## config.mk

```make
export PLATFORM = sky130hd
export DESIGN_NAME = delay_aware_task_slot_scheduler_top
export DESIGN_NICKNAME = d
export VERILOG_FILES = /design/src/rtl/tss_pkg.sv /design/src/rtl/tss_slot_ram.sv /design/src/rtl/tss_ctrl.sv /design/src/rtl/delay_aware_task_slot_scheduler_top.sv
export SDC_FILE = /design/constraint.sdc
export NUM_CORES = 1
export LEC_CHECK = 0
export BUFFER_PORTS_ARGS = -buffer_cell sky130_fd_sc_hd__buf_4
export CAP_MARGIN = 5
export CORE_MARGIN = 10
export CORE_UTILIZATION = 45
export DETAILED_ROUTE_END_ITERATION = 8
export GPL_ROUTABILITY_DRIVEN = 0
export GPL_TIMING_DRIVEN = 0
export PLACE_DENSITY = 0.67
export SLEW_MARGIN = 20
export SYNTH_ARGS = -nofsm -noshare
export SYNTH_HDL_FRONTEND = slang
export SYNTH_SLANG_ARGS = --single-unit
export TNS_END_PERCENT = 30
```

## constraint.sdc

```tcl
create_clock -name i_clk -period 8.7 [get_ports i_clk]
set_input_delay 0.435 -clock i_clk [delete_from_list [all_inputs] [get_ports i_clk]]
set_output_delay 0.435 -clock i_clk [all_outputs]
set_load 0.02 [all_outputs]
```

## src/rtl/tss_pkg.sv

```systemverilog
// Shared types and constants for the delay-aware task slot scheduler.
// No dependencies; imported by every module of the block.
package tss_pkg;

    localparam int SLOT_COUNT = 8;
    localparam int TICK_BITS  = 32;
    localparam int SLOT_BITS  = $clog2(SLOT_COUNT);

    // Field widths fixed by the stream format
    localparam int OP_W    = 3;
    localparam int DTICK_W = 32;
    localparam int TSLOT_W = 3;

    // Operation codes
    localparam logic [OP_W-1:0] OP_TICK   = 3'd0;
    localparam logic [OP_W-1:0] OP_DELAY  = 3'd1;
    localparam logic [OP_W-1:0] OP_YIELD  = 3'd2;
    localparam logic [OP_W-1:0] OP_ADD    = 3'd3;
    localparam logic [OP_W-1:0] OP_DELETE = 3'd4;
    localparam logic [OP_W-1:0] OP_EXIT   = 3'd5;

    typedef logic [TICK_BITS-1:0] t_tick;
    typedef logic [SLOT_BITS-1:0] t_slot_idx;

    typedef struct packed {
        t_tick stamp;
        t_tick wait_cnt;
    } t_slot_entry;

    typedef struct packed {
        logic        we;
        t_slot_idx   addr;
        t_slot_entry data;
    } t_ram_wr;

    typedef struct packed {
        logic [OP_W-1:0]    operation;
        logic [DTICK_W-1:0] delay_ticks;
        logic [TSLOT_W-1:0] task_slot;
    } t_cmd;

    typedef struct packed {
        logic       add_ok;
        logic [2:0] new_slot;
        logic [2:0] running_task;
    } t_result;

endpackage

```

## src/rtl/tss_slot_ram.sv

```systemverilog
// Slot table memory: stamp and wait count per task slot.
// One write port, one read port, registered read data. Uses tss_pkg.
module tss_slot_ram
    import tss_pkg::*;
(
    input  logic        i_clk,
    input  t_ram_wr     i_wr,
    input  logic        i_re,
    input  t_slot_idx   i_raddr,
    output t_slot_entry o_rdata
);

    t_slot_entry r_mem [SLOT_COUNT];
    t_slot_entry r_rdata;

    always_ff @(posedge i_clk) begin
        if (i_wr.we) begin
            r_mem[i_wr.addr] <= i_wr.data;
        end
    end

    always_ff @(posedge i_clk) begin
        if (i_re) begin
            r_rdata <= r_mem[i_raddr];
        end
    end

    assign o_rdata = r_rdata;

endmodule

```

## src/rtl/tss_ctrl.sv

```systemverilog
// Operation sequencer: tick counter, in-use flags, current task and the
// slot scan that reads the slot table one entry a cycle. Uses tss_pkg.
module tss_ctrl
    import tss_pkg::*;
(
    input  logic        i_clk,
    input  logic        i_rst_n,
    input  logic        i_sched_en,
    input  logic        i_cmd_valid,
    output logic        o_cmd_ready,
    input  t_cmd        i_cmd,
    output logic        o_res_valid,
    input  logic        i_res_ready,
    output t_result     o_res,
    output t_ram_wr     o_ram_wr,
    output logic        o_ram_re,
    output t_slot_idx   o_ram_raddr,
    input  t_slot_entry i_ram_rdata
);

    localparam logic [1:0] ST_IDLE = 2'd0;
    localparam logic [1:0] ST_EXEC = 2'd1;
    localparam logic [1:0] ST_SCAN = 2'd2;
    localparam logic [1:0] ST_DONE = 2'd3;

    localparam t_slot_idx LAST_SLOT = SLOT_BITS'(SLOT_COUNT - 1);

    logic [1:0]            r_state, n_state;
    t_tick                 r_tick, n_tick;
    logic [SLOT_COUNT-1:0] r_in_use, n_in_use;
    t_slot_idx             r_cur, n_cur;
    t_slot_idx             r_new, n_new;
    logic                  r_ok, n_ok;
    t_slot_idx             r_idx, n_idx;
    logic                  r_iss_done, n_iss_done;
    logic                  r_chk_vld, n_chk_vld;
    t_slot_idx             r_chk_idx, n_chk_idx;
    t_cmd                  r_cmd, n_cmd;

    t_tick     end_tick;
    logic      elapsed;
    logic      free_found;
    t_slot_idx free_idx;
    logic      do_switch;

    // delay over: stamp ahead of the counter, or stamp + wait behind it
    always_comb begin
        end_tick = i_ram_rdata.stamp + i_ram_rdata.wait_cnt;
        elapsed  = (i_ram_rdata.stamp > r_tick) || (end_tick < r_tick);
    end

    // lowest free slot from 1 up
    always_comb begin
        free_found = 1'b0;
        free_idx   = '0;
        for (int i = SLOT_COUNT - 1; i >= 1; i--) begin
            if (!r_in_use[i]) begin
                free_found = 1'b1;
                free_idx   = SLOT_BITS'(i);
            end
        end
    end

    always_comb begin
        n_state    = r_state;
        n_tick     = r_tick;
        n_in_use   = r_in_use;
        n_cur      = r_cur;
        n_new      = r_new;
        n_ok       = r_ok;
        n_idx      = r_idx;
        n_iss_done = r_iss_done;
        n_chk_vld  = r_chk_vld;
        n_chk_idx  = r_chk_idx;
        n_cmd      = r_cmd;
        o_cmd_ready   = 1'b0;
        o_res_valid   = 1'b0;
        o_ram_wr.we   = 1'b0;
        o_ram_wr.addr = r_cur;
        o_ram_wr.data = '0;
        o_ram_re      = 1'b0;
        o_ram_raddr   = r_idx;
        do_switch     = 1'b0;

        unique case (r_state)
            ST_IDLE: begin
                o_cmd_ready = 1'b1;
                if (i_cmd_valid) begin
                    n_cmd   = i_cmd;
                    n_new   = '0;
                    n_ok    = 1'b0;
                    n_state = ST_EXEC;
                end
            end
            ST_EXEC: begin
                case (r_cmd.operation) inside
                    OP_TICK: begin
                        if (i_sched_en) begin
                            n_tick    = r_tick + t_tick'(1);
                            do_switch = 1'b1;
                        end
                    end
                    OP_DELAY, OP_YIELD: begin
                        o_ram_wr.we         = 1'b1;
                        o_ram_wr.data.stamp = r_tick;
                        o_ram_wr.data.wait_cnt = (r_cmd.operation == OP_DELAY) ?
                            t_tick'(r_cmd.delay_ticks) : t_tick'(1);
                        do_switch = 1'b1;
                    end
                    OP_ADD: begin
                        if (free_found) begin
                            n_in_use[free_idx] = 1'b1;
                            o_ram_wr.we   = 1'b1;
                            o_ram_wr.addr = free_idx;
                            n_new = free_idx;
                            n_ok  = 1'b1;
                        end
                    end
                    OP_DELETE: begin
                        if ((r_cmd.task_slot != '0) &&
                            (32'(r_cmd.task_slot) < SLOT_COUNT)) begin
                            n_in_use[SLOT_BITS'(r_cmd.task_slot)] = 1'b0;
                        end
                        do_switch = 1'b1;
                    end
                    OP_EXIT: begin
                        if (r_cur != '0) begin
                            n_in_use[r_cur] = 1'b0;
                        end
                        do_switch = 1'b1;
                    end
                    default: begin
                    end
                endcase

                if (!do_switch) begin
                    n_state = ST_DONE;
                end else if (r_cur != '0) begin
                    n_cur   = '0;
                    n_state = ST_DONE;
                end else begin
                    n_idx      = SLOT_BITS'(1);
                    n_iss_done = 1'b0;
                    n_chk_vld  = 1'b0;
                    n_state    = ST_SCAN;
                end
            end
            ST_SCAN: begin
                // issue read for r_idx, check the entry read last cycle
                o_ram_re  = !r_iss_done;
                n_chk_vld = !r_iss_done;
                n_chk_idx = r_idx;
                if (!r_iss_done) begin
                    if (r_idx == LAST_SLOT) begin
                        n_iss_done = 1'b1;
                    end else begin
                        n_idx = r_idx + t_slot_idx'(1);
                    end
                end
                if (r_chk_vld && r_in_use[r_chk_idx] && elapsed) begin
                    n_cur   = r_chk_idx;
                    n_state = ST_DONE;
                end else if (r_chk_vld && (r_chk_idx == LAST_SLOT)) begin
                    n_state = ST_DONE;
                end
            end
            ST_DONE: begin
                o_res_valid = 1'b1;
                if (i_res_ready) begin
                    n_state = ST_IDLE;
                end
            end
            default: begin
                n_state = ST_IDLE;
            end
        endcase
    end

    always_ff @(posedge i_clk) begin
        if (!i_rst_n) begin
            r_state    <= ST_IDLE;
            r_tick     <= '0;
            r_in_use   <= SLOT_COUNT'(1);
            r_cur      <= '0;
            r_new      <= '0;
            r_ok       <= 1'b0;
            r_idx      <= '0;
            r_iss_done <= 1'b0;
            r_chk_vld  <= 1'b0;
            r_chk_idx  <= '0;
        end else begin
            r_state    <= n_state;
            r_tick     <= n_tick;
            r_in_use   <= n_in_use;
            r_cur      <= n_cur;
            r_new      <= n_new;
            r_ok       <= n_ok;
            r_idx      <= n_idx;
            r_iss_done <= n_iss_done;
            r_chk_vld  <= n_chk_vld;
            r_chk_idx  <= n_chk_idx;
        end
    end

    always_ff @(posedge i_clk) begin
        r_cmd <= n_cmd;
    end

    assign o_res.running_task = 3'(r_cur);
    assign o_res.new_slot     = 3'(r_new);
    assign o_res.add_ok       = r_ok;

endmodule

```

## src/rtl/delay_aware_task_slot_scheduler_top.sv

```systemverilog
// Each beat passes the sequencer states idle, exec and done, then the output
// register; a switch from idle also passes the scan state, which reads the
// slot table one entry a cycle through the single read port of the slot memory.
// The sequencer runs one operation at a time; the output register holds one more.
// Reset (i_rst_n, synchronous, active low): tick counter 0, only slot 0 in
// use, idle task current, scheduler disabled, output register empty.
//
// Top level of the task slot scheduler. Depends on tss_pkg, tss_slot_ram
// and tss_ctrl.
module delay_aware_task_slot_scheduler_top
    import tss_pkg::*;
(
    input  logic        i_clk,
    input  logic        i_rst_n,
    // scheduler enable register
    input  logic        i_cfg_we,
    input  logic        i_cfg_wdata,
    // operation beats
    input  logic        s_axis_tvalid,
    output logic        s_axis_tready,
    input  logic [39:0] s_axis_tdata,  // [31:0] delay_ticks, [34:32] task_slot, rest 0
    input  logic [2:0]  s_axis_tuser,  // [2:0] operation
    // result beats
    output logic        m_axis_tvalid,
    input  logic        m_axis_tready,
    output logic [7:0]  m_axis_tdata   // [2:0] running_task, [5:3] new_slot, [6] add_ok
);

    logic        r_sched_en;
    logic        r_out_vld;
    t_result     r_out;

    t_cmd        cmd;
    logic        res_valid;
    logic        res_ready;
    t_result     res;
    t_ram_wr     ram_wr;
    logic        ram_re;
    t_slot_idx   ram_raddr;
    t_slot_entry ram_rdata;

    // enable gates tick operations only; it is to be written while the block is idle, which the block does not enforce
    always_ff @(posedge i_clk) begin
        if (!i_rst_n) begin
            r_sched_en <= 1'b0;
        end else if (i_cfg_we) begin
            r_sched_en <= i_cfg_wdata;
        end
    end

    assign cmd.operation   = s_axis_tuser;
    assign cmd.delay_ticks = s_axis_tdata[31:0];
    assign cmd.task_slot   = s_axis_tdata[34:32];

    tss_ctrl u_ctrl (
        .i_clk       (i_clk),
        .i_rst_n     (i_rst_n),
        .i_sched_en  (r_sched_en),
        .i_cmd_valid (s_axis_tvalid),
        .o_cmd_ready (s_axis_tready),
        .i_cmd       (cmd),
        .o_res_valid (res_valid),
        .i_res_ready (res_ready),
        .o_res       (res),
        .o_ram_wr    (ram_wr),
        .o_ram_re    (ram_re),
        .o_ram_raddr (ram_raddr),
        .i_ram_rdata (ram_rdata)
    );

    // stamp / wait table
    tss_slot_ram u_ram (
        .i_clk   (i_clk),
        .i_wr    (ram_wr),
        .i_re    (ram_re),
        .i_raddr (ram_raddr),
        .o_rdata (ram_rdata)
    );

    // output register: the sequencer hands off a result and takes the next
    // beat while this one waits for the sink
    assign res_ready = !r_out_vld || m_axis_tready;

    always_ff @(posedge i_clk) begin
        if (!i_rst_n) begin
            r_out_vld <= 1'b0;
        end else if (res_valid && res_ready) begin
            r_out_vld <= 1'b1;
        end else if (m_axis_tready) begin
            r_out_vld <= 1'b0;
        end
    end

    always_ff @(posedge i_clk) begin
        if (res_valid && res_ready) begin
            r_out <= res;
        end
    end

    assign m_axis_tvalid = r_out_vld;
    assign m_axis_tdata  = {1'b0, r_out.add_ok, r_out.new_slot, r_out.running_task};

endmodule

```

==> flow_summary_export.csv <==
group,metric,value,unit
outcome,outcome,"complete, no violations",
logic_synthesis,synth_most_common_cell,"edfxtp_1",
layout,postLayoutCoreUtil,53.5,%
layout,layoutNonFillerInstCount,2802,
worst_setup_path,path_cells,"ha_1 -> inv_1 -> fa_1 -> nor2b_1 -> o21bai_1 -> a211oi_1 -> o21ai_0 -> a21oi_1 -> o2111ai_1 -> nand4b_1 -> a21oi_1 -> xnor2_1 -> ha_1 -> a21o_1 -> a211oi_1 -> o21ai_0 -> a31oi_1 -> nor3_1 -> nor2b_1 -> mux2i_1",
logic_synthesis,async_reset_ff_share,0,%
logic_synthesis,synth_edf_count,621,
logic_synthesis,synthesis.area,28900,um^2
logic_synthesis,ys_warn_count,0,
logic_synthesis,yosys.cell_types.count,78,
worst_setup_path,worst_path_max_delay_cell,"a211oi_1",
floorplanning,coreArea,63300,um^2
logic_synthesis,synth.largest_area_cell,"edfxtp_1",
sta,max_freq,202,MHz
logic_synthesis,ys_seq_elements,680,
sta,slew_viol_final,0,
routing,vias_per_cell,5.57,
grt,grt_max_degree,32,
logic_synthesis,synth_top_area_share,64.6,%
logic_synthesis,synthTopCellsByArea,"edfxtp_1 (65%), mux4_2 (10%), ha_1 (4.4%), dfxtp_1 (4.1%), mux2_2 (2.5%)",
logic_synthesis,synth-adder-area-share,4.45,%
worst_setup_path,worst-setup-path-type,"reg2reg",
worst_setup_path,path_delay_family,"compound AO/OA/AOI/OAI gates",
floorplanning,pin_count,59,
floorplanning,die_h,273,um
layout,drive_above_1_share,22.8,%
logic_synthesis,yosys.area_share.simple,6.17,%
clock_tree,clock_sink_count,680,
logic_synthesis,synthMuxAreaShare,12.9,%
place,numPlacedInstances,2637,
worst_setup_path,critPathMaxStageDelay,0.50,ns
logic_synthesis,synth_ff_type,"edfxtp_1",
sta,timing.final.hold_violations,0,
clock_tree,htreeDepth,3,
routing,drc_errors,0,
logic_synthesis,synth-xor-area-share,1.67,%
clock_tree,clk_path_buf_depth,3,
logic_synthesis,synth_top_family_by_area,"multiplexers",
sta,whs,0.0914,ns
logic_synthesis,syn_nets,1845,
logic_synthesis,synthTopCellsByCount,"edfxtp_1 (621), mux4_2 (130), ha_1 (101)",
logic_synthesis,synth_compound_area_share,4.58,%
power,powerDensity,258,nW/um^2
routing,avgRoutedWirePerCell,22.5,um
power,p_leak,0.0107,uW
place,numPortBuffers,51,
grt,grt_usage,17.1,%
floorplanning,core.rowCount,92,
routing,drt-total-wl,63200,um
worst_setup_path,arrival,5.48,ns
place,dp_hpwl,44100,um
routing,num_vias,15600,
sta,finalClockSkew,0.0217,ns
routing,final_antenna_net_count,0,
floorplanning,die_w,273,um
hold_path,hold_class,"in2reg",
clock_tree,cts_tree,"done",
clock_tree,cts-root-buf,"clkbuf_16",
worst_setup_path,cp_num_buf_inv,1,
power,ir_drop,175,uV
worst_setup_path,endpoint_kind,"register",
floorplanning,initial_core_util,45.6,%
logic_synthesis,syn_inst,1694,
clock_tree,clk_latency,0.62,ns
clock_tree,cts_buffers,70,
worst_setup_path,cp.required,9.24,ns
sta,postLayoutSetupSlackWorst,3.76,ns
layout,finalNetCount,2052,
logic_synthesis,ys_seq_area_share,68.7,%
sta,max_slew_margin,30.6,%
sta,fin_crit_sh,56.8,%
sta,finalSetupViolCount,0,
grt,grt_pass1_vias,16200,
place,dp_slack,3.76,ns
grt,grt_first_pass_wirelength,97400,um
floorplanning,die_area,74700,um^2
worst_setup_path,path_max_fanout,3,
sta,fin_crit,4.94,ns
grt,grt_overflow,0,
logic_synthesis,syn_avg_cell_area,17.0,um^2
layout,insertedDiodeCount,0,
routing,dr.pass1.iters,5,
clock_tree,clk_pin_slew,0.06,ns
worst_setup_path,cp-start-kind,"register",
layout,syn_to_final_growth,17.3,%
flow_run,maxCapViolCount,0,
grt,antenna_found_initial,0,
sta,rsz0062_at_grt,"false",
layout,nFillCells,5009,
sta,worst_slew_pin_slew,1.04,ns
routing,drtIter0Drc,1376,
[worst reg2reg max path: cells and delay by family, from the launching register on]
family,cells,cell delay (ns)
AND/OR/NAND/NOR,4,0.71
multiplexers,1,0.20
buffers and inverters,1,0.05
flip-flops,1,0.37
adder cells (fa/ha/maj),3,0.87
XOR/XNOR,1,0.13
AO/OA/AOI/OAI,10,2.52
[layout by cell type, fill, tap and decap left out, types with 59 or more instances in the layout]
cell type	count
edfxtp_1	621
mux4_2	130
and2_1	66
mux2_2	65
ha_1	101
clkbuf_16	73
a21oi_1	71
dfxtp_1	59
nor2_1	79
buf_4	70
[where the power goes]
part / total (uW) / internal [uW] / leakage [uW] / switching [uW]
Sequential: 3910 / 3800 / 0.00575 / 107
Clock: 2950 / 1710 / 0.00111 / 1250
Combinational: 1890 / 863 / 0.00387 / 1030
[state kept, by name, summed over array words and instances (netlist names)]
register	cells
u_ram.r_mem	512
u_ram.o_rdata	64
u_ctrl.r_iss_done	1
u_ctrl.r_new	3
u_ctrl.r_in_use	8
u_ctrl.r_tick	32
u_ctrl.r_chk_vld	1
m_axis_tdata	7
u_ctrl.r_state	2
m_axis_tvalid	1
u_ctrl.r_cur	3
u_ctrl.o_ram_raddr	3
r_sched_en	1
u_ctrl.r_chk_idx	3
u_ctrl.r_ok	1
u_ctrl.r_cmd	38
[kinds of logic (layout without fill, tap and decap cells)]
| kind of cell | Yosys count | in the layout |
|---|---|---|
| simple gates | 341 | 341 |
| compound gates | 205 | 205 |
| buf+inv | 109 | 371 |
| mux | 201 | 201 |
| fa+ha+maj | 102 | 102 |
| flops | 680 | 680 |
| xor+xnor | 55 | 55 |
| other cells | 1 | 1 |
[worst paths after layout]
| check | from | endpoint | slack [ns] | cells after the start |
|---|---|---|---|---|
| worst max-delay path | u_ram.o_rdata[0]$_DFFE_PP_ | u_ctrl.r_state[1]$_SDFFE_PN0P_ | 3.76 | 20 |
| worst min-delay path | i_cfg_wdata | r_sched_en$_SDFFE_PN0P_ | 0.09 | 3 |
| worst max register to register | u_ram.o_rdata[0]$_DFFE_PP_ | u_ctrl.r_state[1]$_SDFFE_PN0P_ | 3.76 | 20 |
| worst min register to register | u_ctrl.r_new[2]$_SDFFE_PN0P_ | m_axis_tdata[5]$_DFFE_PP_ | 0.43 | 0 |
[what timing repair did]
action | 4_1_cts | 5_1_grt
gates resized for setup | 0 | 0
hold buffers | 38 | 0
setup buffers | 0 | 0
endpoints found under the hold margin | 38 | 0
[per-stage QoR]
step	total power, uW	setup TNS [ns]	cell area, um^2
6_report	8750	0	33900
5_1_grt	9180	0	33900
4_1_cts	8820	0	33900
3_5_place_dp	5860	0	31200
3_3_place_gp	5780	-355.61	30300
2_1_floorplan	5300	0	28900
[per-layer routing]
layer	track usage, %	routed length [um]
met1	23.2	27600
met2	28.0	30700
met3	3.43	3710
met4	4.45	1250
met5	0	0
[final cells by class]
class	instances	area, um^2	area share, %
Inverter	49	184	0.543
Clock inverter	39	400	1.18
Tap cell	846	1060	3.13
Clock buffer	88	1880	5.56
Timing Repair Buffer	135	1580	4.68
Sequential cell	680	19800	58.5
Multi-Input combinational cell	905	8660	25.6
Buffer	60	274	0.809
Power figures use the tool's default switching activity.
